**config.mk**
```make
export PLATFORM = sky130hd
export DESIGN_NAME = encoder_position_bang_bang_control_unit
export DESIGN_NICKNAME = d
export VERILOG_FILES = /design/src/rtl/epbb_pkg.sv /design/src/rtl/encoder_position_bang_bang_control_unit.sv /design/src/rtl/epbb_cfg.sv /design/src/rtl/epbb_step.sv
export SDC_FILE = /design/constraint.sdc
export NUM_CORES = 1
export LEC_CHECK = 0
export BUFFER_PORTS_ARGS = -buffer_cell sky130_fd_sc_hd__buf_4
export CAP_MARGIN = 25
export CORE_MARGIN = 3
export CORE_UTILIZATION = 38
export DETAILED_ROUTE_END_ITERATION = 8
export HOLD_SLACK_MARGIN = 0.08
export PLACE_DENSITY_LB_ADDON = 0.25
export RECOVER_POWER = 100
export SYNTH_ARGS = -nofsm -noshare
export SYNTH_HDL_FRONTEND = slang
export SYNTH_SLANG_ARGS = --single-unit
```
**constraint.sdc**
```tcl
create_clock -name clk_i -period 5.58 [get_ports clk_i]
set_input_delay 0.279 -clock clk_i [delete_from_list [all_inputs] [get_ports clk_i]]
set_output_delay 0.279 -clock clk_i [all_outputs]
set_load 0.05 [all_outputs]
```
**src/rtl/epbb_pkg.sv**
```systemverilog
`timescale 1ns / 1ps
`default_nettype none

package epbb_pkg;

  localparam int unsigned POSITION_WIDTH_DEF = 16;
  localparam int unsigned TIMER_WIDTH_DEF    = 16;

  localparam int unsigned CFG_INDEX_WIDTH = 2;
  localparam int unsigned CFG_DATA_WIDTH  = 16;

  localparam logic [CFG_INDEX_WIDTH-1:0] CFG_DEADBAND     = 2'd0;
  localparam logic [CFG_INDEX_WIDTH-1:0] CFG_MAX_POSITION = 2'd1;
  localparam logic [CFG_INDEX_WIDTH-1:0] CFG_STALL_LIMIT  = 2'd2;

  localparam logic [7:0]  DEADBAND_RST     = 8'd2;
  localparam logic [14:0] MAX_POSITION_RST = 15'd1000;
  localparam logic [15:0] STALL_LIMIT_RST  = 16'd500;

  localparam logic [1:0] KIND_EDGE   = 2'd0;
  localparam logic [1:0] KIND_TICK   = 2'd1;
  localparam logic [1:0] KIND_TARGET = 2'd2;

  localparam logic [1:0] CMD_STOP    = 2'd0;
  localparam logic [1:0] CMD_FORWARD = 2'd1;
  localparam logic [1:0] CMD_REVERSE = 2'd2;

  typedef struct packed {
    logic [1:0]         kind;
    logic               enc_a;
    logic               enc_b;
    logic signed [15:0] target_pos;
  } in_t;

  typedef struct packed {
    logic [1:0]         motor_cmd;
    logic signed [15:0] position;
    logic               stall_homed;
  } out_t;

  typedef struct packed {
    logic [7:0]  deadband;
    logic [14:0] max_position;
    logic [15:0] stall_limit;
  } cfg_t;

endpackage

`default_nettype wire

```
**src/rtl/encoder_position_bang_bang_control_unit.sv**
```systemverilog
`timescale 1ns / 1ps
`default_nettype none

// Quadrature encoder position counter with bang-bang position control and
// stall homing. Each input beat is an encoder edge, a control tick or a new
// target, and yields exactly one output beat carrying the motor command, the
// position and the homing flag. A beat is taken every cycle unless back-pressure
// on the output stalls it; its result is presented after the input register, one
// pass through the update logic and the result register. Configuration
// writes are taken at any time on their own channel and should be made only
// while no beat is in flight.
module encoder_position_bang_bang_control_unit #(
  parameter int unsigned POSITION_WIDTH = epbb_pkg::POSITION_WIDTH_DEF,
  parameter int unsigned TIMER_WIDTH    = epbb_pkg::TIMER_WIDTH_DEF
) (
  input  wire logic                                 clk_i,
  input  wire logic                                 rst_ni,
  input  wire logic                                 in_valid_i,
  output logic                                      in_ready_o,
  input  wire epbb_pkg::in_t                        in_data_i,
  output logic                                      out_valid_o,
  input  wire logic                                 out_ready_i,
  output epbb_pkg::out_t                            out_data_o,
  input  wire logic                                 cfg_valid_i,
  output logic                                      cfg_ready_o,
  input  wire logic [epbb_pkg::CFG_INDEX_WIDTH-1:0] cfg_index_i,
  input  wire logic [epbb_pkg::CFG_DATA_WIDTH-1:0]  cfg_data_i
);

  epbb_pkg::cfg_t cfg;
  epbb_pkg::in_t  in_q;
  epbb_pkg::out_t out_q;
  epbb_pkg::out_t result;
  logic           in_valid_q;
  logic           out_valid_q;
  logic           adv;

  logic signed [POSITION_WIDTH-1:0] count_q, count_d;
  logic signed [POSITION_WIDTH-1:0] goal_q, goal_d;
  logic [TIMER_WIDTH-1:0]           idle_q, idle_d;
  logic [1:0]                       drive_q, drive_d;

  epbb_cfg u_cfg (
    .clk_i       (clk_i),
    .rst_ni      (rst_ni),
    .cfg_valid_i (cfg_valid_i),
    .cfg_index_i (cfg_index_i),
    .cfg_data_i  (cfg_data_i),
    .cfg_o       (cfg)
  );

  epbb_step #(
    .POSITION_WIDTH (POSITION_WIDTH),
    .TIMER_WIDTH    (TIMER_WIDTH)
  ) u_step (
    .item_i   (in_q),
    .cfg_i    (cfg),
    .count_i  (count_q),
    .goal_i   (goal_q),
    .idle_i   (idle_q),
    .drive_i  (drive_q),
    .count_o  (count_d),
    .goal_o   (goal_d),
    .idle_o   (idle_d),
    .drive_o  (drive_d),
    .result_o (result)
  );

  assign adv         = in_valid_q && (!out_valid_q || out_ready_i);
  assign in_ready_o  = !in_valid_q || adv;
  assign cfg_ready_o = 1'b1;
  assign out_valid_o = out_valid_q;
  assign out_data_o  = out_q;

  always_ff @(posedge clk_i or negedge rst_ni) begin
    if (!rst_ni) begin
      in_valid_q  <= 1'b0;
      out_valid_q <= 1'b0;
      count_q     <= '0;
      goal_q      <= '0;
      idle_q      <= '0;
      drive_q     <= epbb_pkg::CMD_STOP;
    end else begin
      if (in_valid_i && in_ready_o) begin
        in_valid_q <= 1'b1;
      end else if (adv) begin
        in_valid_q <= 1'b0;
      end
      if (adv) begin
        out_valid_q <= 1'b1;
        count_q     <= count_d;
        goal_q      <= goal_d;
        idle_q      <= idle_d;
        drive_q     <= drive_d;
      end else if (out_ready_i) begin
        out_valid_q <= 1'b0;
      end
    end
  end

  always_ff @(posedge clk_i) begin
    if (in_valid_i && in_ready_o) begin
      in_q <= in_data_i;
    end
    if (adv) begin
      out_q <= result;
    end
  end

  a_homed_forward: assert property (@(posedge clk_i) disable iff (!rst_ni)
    adv && result.stall_homed |=> drive_q == epbb_pkg::CMD_FORWARD && count_q == goal_q)
    else $error("Homing left drive or goal inconsistent.");

  a_edge_clears_idle: assert property (@(posedge clk_i) disable iff (!rst_ni)
    adv && in_q.kind == epbb_pkg::KIND_EDGE |=> idle_q == '0)
    else $error("Encoder edge did not clear the idle timer.");

  a_stop_clears_idle: assert property (@(posedge clk_i) disable iff (!rst_ni)
    adv && in_q.kind == epbb_pkg::KIND_TICK && drive_q != epbb_pkg::CMD_STOP &&
    result.motor_cmd == epbb_pkg::CMD_STOP |=> idle_q == '0)
    else $error("Stop on a tick did not clear the idle timer.");

  a_full_stall_blocks: assert property (@(posedge clk_i) disable iff (!rst_ni)
    in_valid_q && out_valid_q && !out_ready_i |-> !in_ready_o)
    else $error("Input taken while both stages were held.");

  a_result_matches_state: assert property (@(posedge clk_i) disable iff (!rst_ni)
    adv |=> out_valid_o && out_data_o.motor_cmd == drive_q)
    else $error("Result command differs from the stored drive.");

endmodule

`default_nettype wire

```
**src/rtl/epbb_cfg.sv**
```systemverilog
`timescale 1ns / 1ps
`default_nettype none

module epbb_cfg (
  input  wire logic                                 clk_i,
  input  wire logic                                 rst_ni,
  input  wire logic                                 cfg_valid_i,
  input  wire logic [epbb_pkg::CFG_INDEX_WIDTH-1:0] cfg_index_i,
  input  wire logic [epbb_pkg::CFG_DATA_WIDTH-1:0]  cfg_data_i,
  output epbb_pkg::cfg_t                            cfg_o
);

  epbb_pkg::cfg_t cfg_q, cfg_d;

  always_comb begin
    cfg_d = cfg_q;
    if (cfg_valid_i) begin
      unique case (cfg_index_i)
        epbb_pkg::CFG_DEADBAND:     cfg_d.deadband     = cfg_data_i[7:0];
        epbb_pkg::CFG_MAX_POSITION: cfg_d.max_position = cfg_data_i[14:0];
        epbb_pkg::CFG_STALL_LIMIT:  cfg_d.stall_limit  = cfg_data_i[15:0];
        default:                    cfg_d = cfg_q;
      endcase
    end
  end

  always_ff @(posedge clk_i or negedge rst_ni) begin
    if (!rst_ni) begin
      cfg_q.deadband     <= epbb_pkg::DEADBAND_RST;
      cfg_q.max_position <= epbb_pkg::MAX_POSITION_RST;
      cfg_q.stall_limit  <= epbb_pkg::STALL_LIMIT_RST;
    end else begin
      cfg_q <= cfg_d;
    end
  end

  assign cfg_o = cfg_q;

endmodule

`default_nettype wire

```
**src/rtl/epbb_step.sv**
```systemverilog
`timescale 1ns / 1ps
`default_nettype none

module epbb_step #(
  parameter int unsigned POSITION_WIDTH = epbb_pkg::POSITION_WIDTH_DEF,
  parameter int unsigned TIMER_WIDTH    = epbb_pkg::TIMER_WIDTH_DEF
) (
  input  wire epbb_pkg::in_t               item_i,
  input  wire epbb_pkg::cfg_t              cfg_i,
  input  wire logic signed [POSITION_WIDTH-1:0] count_i,
  input  wire logic signed [POSITION_WIDTH-1:0] goal_i,
  input  wire logic [TIMER_WIDTH-1:0]      idle_i,
  input  wire logic [1:0]                  drive_i,
  output logic signed [POSITION_WIDTH-1:0] count_o,
  output logic signed [POSITION_WIDTH-1:0] goal_o,
  output logic [TIMER_WIDTH-1:0]           idle_o,
  output logic [1:0]                       drive_o,
  output epbb_pkg::out_t                   result_o
);

  localparam int unsigned PW = POSITION_WIDTH;
  localparam int unsigned DW = (PW + 2 > 10) ? PW + 2 : 10;
  localparam int unsigned HW = ((PW > 15) ? PW : 15) + 1;
  localparam int unsigned CW = (TIMER_WIDTH > 16) ? TIMER_WIDTH : 16;

  localparam logic [PW-1:0] PosMax = {1'b0, {(PW-1){1'b1}}};
  localparam logic [PW-1:0] PosMin = {1'b1, {(PW-1){1'b0}}};
  localparam logic [TIMER_WIDTH-1:0] IdleMax = {TIMER_WIDTH{1'b1}};

  logic signed [PW-1:0]  count_step;
  logic [TIMER_WIDTH-1:0] idle_inc;
  logic signed [DW-1:0]  diff;
  logic signed [DW-1:0]  db;
  logic                  in_band;
  logic                  stalled;
  logic [HW-1:0]         home_wide;
  logic [PW-1:0]         home_pos;
  logic [14:0]           tgt_mag;
  logic [HW-1:0]         tgt_wide;
  logic [PW-1:0]         tgt_pos;
  logic                  homed;
  logic signed [PW+15:0] count_ext;

  always_comb begin
    if (item_i.enc_a ^ item_i.enc_b) begin
      count_step = (count_i == $signed(PosMax)) ? count_i : count_i + PW'(1);
    end else begin
      count_step = (count_i == $signed(PosMin)) ? count_i : count_i - PW'(1);
    end
  end

  assign idle_inc = (idle_i == IdleMax) ? idle_i : idle_i + TIMER_WIDTH'(1);
  assign diff     = DW'(count_i) - DW'(goal_i);
  assign db       = $signed(DW'(cfg_i.deadband));
  assign in_band  = (diff < db) && (diff > -db);
  assign stalled  = CW'(idle_inc) > CW'(cfg_i.stall_limit);

  assign home_wide = HW'(cfg_i.max_position);
  assign home_pos  = (home_wide > HW'(PosMax)) ? PosMax : home_wide[PW-1:0];
  assign tgt_mag   = item_i.target_pos[15] ? 15'd0 : item_i.target_pos[14:0];
  assign tgt_wide  = HW'(tgt_mag);
  assign tgt_pos   = (tgt_wide > HW'(PosMax)) ? PosMax : tgt_wide[PW-1:0];

  always_comb begin
    count_o = count_i;
    goal_o  = goal_i;
    idle_o  = idle_i;
    drive_o = drive_i;
    homed   = 1'b0;
    unique case (item_i.kind)
      epbb_pkg::KIND_EDGE: begin
        count_o = count_step;
        idle_o  = '0;
      end
      epbb_pkg::KIND_TICK: begin
        idle_o = idle_inc;
        if (in_band) begin
          drive_o = epbb_pkg::CMD_STOP;
          idle_o  = '0;
        end else if (diff > 0) begin
          drive_o = epbb_pkg::CMD_REVERSE;
        end else if (diff < 0) begin
          drive_o = epbb_pkg::CMD_FORWARD;
          if (stalled) begin
            count_o = $signed(home_pos);
            goal_o  = $signed(home_pos);
            homed   = 1'b1;
          end
        end
      end
      epbb_pkg::KIND_TARGET: begin
        goal_o = $signed(tgt_pos);
      end
      default: begin
        count_o = count_i;
      end
    endcase
  end

  assign count_ext            = (PW + 16)'(count_o);
  assign result_o.motor_cmd   = drive_o;
  assign result_o.position    = count_ext[15:0];
  assign result_o.stall_homed = homed;

endmodule

`default_nettype wire
```
# After elaboration in Yosys (flattened, before gate mapping)
# Index checks and enable logic that the tools add are counted.
# Widths: inputs -> output; s select.
# totals
ff_bits	130
latchBits	0
mem_bits_rw	0
rom_bits	0
inputBits	43
out_inout_bits	22
memories	0
# classes
n_addsub	5
multipliers	0
n_div	0
order_cmp	7
eq_ne	11
shifts	0
n_mux	28
bitwise_logic	3
n_reduce_logical	19
# ops
op	count
$mux 16	13
$pmux 16 s2	3
$eq 16x16->1 const B	3
$mux 15	3
$gt 15x15->1 const B	2
$gt 17x18->1	1
$neg 8->18	1
$gt 17x1->1 const B	1
$lt 17x1->1 const B	1
$lt 17x9->1	1
$sub 16x16->17	1
$add 16x1->16 const B	1
$add 16x2->16 const B	1
$gt 16x16->1	1
$sub 16x2->16 const B	1
$mux 2	4
$reduce_and 2->1	4
$reduce_bool 2->1	4
$reduce_and 6->1	1
$mux 1	5
$eq 2x1->1 const B	2
$eq 2x2->1 const B	2
$logic_not 2->1	2
$ne 2x1->1 const B	2
7 further kinds	13

# Longest topological paths before layout
# depth
depth_word	8
mapped_depth	21

# Modules after synthesis
# A second synthesis with hierarchy kept.
# hier_totals
hier_cells	879
area_unflattened_um2	9217.6
# modules_own_cells
mod	n_inst	cells_each	area_each_um2	seq_area_each_um2
epbb_step	1	641	4370.4	0.0
encoder_position_bang_bang_control_unit	1	155	3342.0	2472.4
epbb_cfg	1	83	1505.2	992.2

# Worst setup path after synthesis
# Ideal clock, no wire load.
# synth_path
path_type	flip-flop to flip-flop
start	reg count_q[1]
end	reg goal_q[0]
setup_ns	0.125
arrival_time_ns	4.349
required_time_ns	5.455
setup_slack_ns	1.106
stages_incl_launch_ff	19
n_path_buf	2
cell_sequence	dfrtp_1 -> clkbuf_1 -> inv_1 -> fa_1 -> nand2b_1 -> a21oi_1 -> o21ai_0 -> a31oi_1 -> o21ai_2 -> ha_1 -> nand3_1 -> or4_1 -> nor3b_1 -> a21o_1 -> o22ai_4 -> a21o_1 -> buf_6 -> a21oi_4 -> mux2_2
# synth_via
elab_chain_cells	5
word_cells_on_any_way	10
# synth_rtl
item	line_no	rtl
start, declared	encoder_position_bang_bang_control_unit.sv:38	logic signed [POSITION_WIDTH-1:0] count_q, count_d;
start signal, assigned	encoder_position_bang_bang_control_unit.sv:91	count_q <= count_d;
$sub 16x16->17 *	epbb_step.sv:53	assign diff = DW'(count_i) - DW'(goal_i);
$gt 17x18->1 or $lt 17x9->1 (tied branches)	epbb_step.sv:55	assign in_band = (diff < db) && (diff > -db);
$logic_and 1x1->1	epbb_step.sv:55	
$ne 2x2->1 (no source line)	n/a	
$reduce_and 6->1 (no source line) *	n/a	
end signal, assigned	encoder_position_bang_bang_control_unit.sv:92	goal_q <= goal_d;
end, declared	encoder_position_bang_bang_control_unit.sv:39	logic signed [POSITION_WIDTH-1:0] goal_q, goal_d;
# Mark *: on every way between the ends. The rest lies on a longest branch, timed or not.
# A chain may end at the register's enable or synchronous reset.

# Final worst setup path
# layout_path
start	reg count_q[0]
end	reg count_q[9]
# layout_via
elab_chain_cells	6
word_cells_on_any_way	17
# layout_rtl
item	line_no	rtl
$sub 16x16->17	epbb_step.sv:53	
$lt 17x1->1	epbb_step.sv:82	end else if (diff < 0) begin
$mux 16	epbb_step.sv:82	
$mux 16	epbb_step.sv:80	end else if (diff > 0) begin
$mux 16	epbb_step.sv:77	if (in_band) begin
$pmux 16 s2 *	epbb_step.sv:70	unique case (item_i.kind)
# Marked as above.

==> impl_metrics.tcl <==
set metrics [dict create \
    vias_per_cell 5.638 \
    num_rows 55 \
    maxClockFrequency_mhz 194.9 \
    ys_seq_area_frac 0.3875 \
    dp_hpwl_um 19600 \
    final_cell_mix "nand2_1, dfrtp_1, inv_1" \
    grt_start_max_net_pins 73 \
    power.density_mw_per_mm2 468.6 \
    sw_frac_of_total 0.4295 \
    ant_nets 0 \
    final_common_cell "nand2_1" \
    cts_sinks 129 \
    clkPwrFrac 0.228 \
    seqPwrFrac 0.290 \
    cts-htree-levels 4 \
    tritoncts "built" \
    routedWlPerCell_um 19.43 \
    finalSetupViolations 0 \
    leakage_nw 4.371 \
    diodes 0 \
    worstSkewPairLatency_ps 430 \
    routed_wirelength_um 26060 \
    startpoint_type "flip-flop" \
    synth_cell_types 80 \
    setup_slack_ps 449.8 \
    cts_buffer_depth 2 \
    cts-root-buf "clkbuf_16" \
    antenna_found_initial 0 \
    end_kind "flip-flop" \
    dr.first_iter.drc_count 570 \
    violations "capacitance limit, slew limit" \
    syn_avg_cell_area_um2 9.525 \
    power.internal_mw 2.777 \
    vias 7560 \
    grt.total_usage 0.2072 \
    netlist_area_mm2 0.008877 \
    hold_viol 0 \
    pre_cts_slack_ps 569.9 \
    required_ps 5890 \
    cts_resized 0 \
    syn2layout_area_growth_pct 17.03 \
    crit_type "flip-flop to flip-flop" \
    switchingPower_mw 2.091 \
    ys_dominant_reg_cell "dfrtp_1" \
    die_w_um 158.8 \
    io_pins 65 \
    port_buffers 63 \
    grt_pass1_wl_um 41250 \
    fin_crit_sh 0.9194 \
    final_cell_count_no_fill 1341 \
    fin_nets 1121 \
    numCtsBuffers 17 \
    initial_core_util 0.3897 \
    yosys_warnings 0 \
    drc 0 \
    synthCells 932 \
    dp.cells 1285 \
    synth_edf_count 39 \
    coreArea_mm2 0.02278 \
    min_period_ps 5130 \
    dieHeight_um 158.8 \
    crit_path_max_fanout 9 \
    grt_setup_unrepaired "false" \
    status "complete, but fails checks" \
    cts.clk_slew.worst_paths_ps 60 \
    yosys.area.top_type_share 0.2171 \
    relSlewSlack -0.2135 \
    grt_overflow 0 \
    synth.top_cells.by_area "dfrtp_1, edfxtp_1, ha_1" \
    maxCapViolations 1 \
    layout-drive-gt1-share 0.1566 \
    skew_ps 8.812 \
    grt_pass1_vias 7242 \
    synth_nets 1038 \
    async_flop_share 0.6977 \
    min_path_type "input port to flip-flop" \
    yosysTopAreaCell "dfrtp_1" \
    worst_pin_slew_ps 1820 \
    setup_tns_ps 0 \
    cp.arrival_ps 5440 \
    fp.dieArea_mm2 0.02523 \
    gp_congestion 0.9176 \
    combinationalPowerShare 0.482 \
    ir_worst_vdd_uv 231.5 \
    ys_ff_latch 129 \
    drtPass1Iterations 6 \
    slew_violations 73 \
]
critical path, stage by stage, from the launching register on:
cell and delay [ps]:
dfrtp_1 470, inv_1 150, ha_1 250, fa_1 410
nand2b_1 190, a21oi_1 320, o21ai_0 200, a31oi_1 230
o21ai_2 190, ha_1 370, nand3_1 100, or4_1 560
nor3b_1 220, a21o_1 180, o22ai_4 110, a21oi_2 430
o21ai_1 220, a221o_1 420
sequential cells by signal, summed over array words and instances, names as in the netlist, 2 cells and up:
signal	cells
out_data_o	19
goal_q	15
idle_q	16
count_q	16
u_cfg.cfg_o	39
drive_q	2
in_q	20
power groups by stage:
stage | registers (mW) | logic, mW | clock network [mW]
5_1_grt | 1.44 | 2.65 | 1.17
2_1_floorplan | 1.39 | 1.72 | 0
3_3_place_gp | 1.42 | 2.33 | 0
3_5_place_dp | 1.42 | 2.33 | 0
4_1_cts | 1.41 | 2.36 | 1.13
6_report | 1.41 | 2.35 | 1.11
what timing repair did:
item,in CTS,in global routing
hold endpoints to repair,42,0
buffers inserted,0,0
hold buffers,24,0
layer usage:
layer | up-vias | global-route usage | wire (um)
met5 | - | 0 | 0
met4 | 0 | 0.05690 | 570
met3 | 39 | 0.03939 | 1394
met2 | 246 | 0.3254 | 11880
met1 | 3667 | 0.2933 | 12210
li1 | 3608 | - | -
per-stage QoR:
stage               instance area, um2  power (mW)  hold WS (ps)  utilization
floorplan                         8877       3.104        -16.59            -
global placement                  9672       3.744         187.3       0.4246
detailed placement                9699       3.754         193.6       0.4258
CTS                              10520       4.897         82.50       0.4617
global route                     10390       5.253         83.37       0.4561
finish                           10390       4.868         93.75       0.4561
area by class of cell:
type | count | area, um2
fillers | 2232 | 12390
multi-input cells | 697 | 5000
flip-flops and latches | 129 | 3440
repair buffers | 104 | 733.2
clock buffers | 19 | 454.2
well taps | 313 | 391.6
inverters | 66 | 247.7
clock inverters | 13 | 122.6
cells in the mapped netlist, types with 8 or more instances:
| library cell | count |
|---|---|
| a211oi_1 | 11 |
| a21o_1 | 11 |
| a21oi_1 | 46 |
| a22o_1 | 10 |
| a22oi_1 | 9 |
| a31oi_1 | 15 |
| clkbuf_1 | 30 |
| dfrtp_1 | 77 |
| dfstp_2 | 13 |
| edfxtp_1 | 39 |
| ha_1 | 62 |
| inv_1 | 64 |
| mux2_2 | 40 |
| mux2i_1 | 33 |
| nand2_1 | 94 |
| nand2b_1 | 11 |
| nand3_1 | 27 |
| nand3b_1 | 8 |
| nand4_1 | 13 |
| nor2_1 | 47 |
| nor2b_1 | 15 |
| nor3_1 | 19 |
| nor3b_1 | 8 |
| nor4_1 | 8 |
| o211ai_1 | 9 |
| o21a_1 | 8 |
| o21ai_0 | 43 |
| or3_1 | 9 |
| xnor2_1 | 21 |
| xor2_1 | 12 |
worst paths after layout:
kind                       depth (start not counted)         endpoint  slack, ps             from
max reg2reg                                       17       count_q[9]        450       count_q[0]
max                                               17       count_q[9]        450       count_q[0]
min in group asynchronous                          2      count_q[13]        630           rst_ni
min                                                2  u_cfg.cfg_o[12]         90   cfg_data_i[12]
max in group asynchronous                          3        goal_q[4]       2560           rst_ni
min reg2reg                                        1  u_cfg.cfg_o[15]        510  u_cfg.cfg_o[15]
logic make-up after synthesis:
kind of cell,share of synthesized area
simple gates,0.1705
mux,0.08795
flops,0.3875
xor+xnor,0.03256
buf+inv,0.04933
compound gates,0.1821
fa+ha+maj,0.08964
other cells,0.0004224
(Power assumes the default switching activity.)
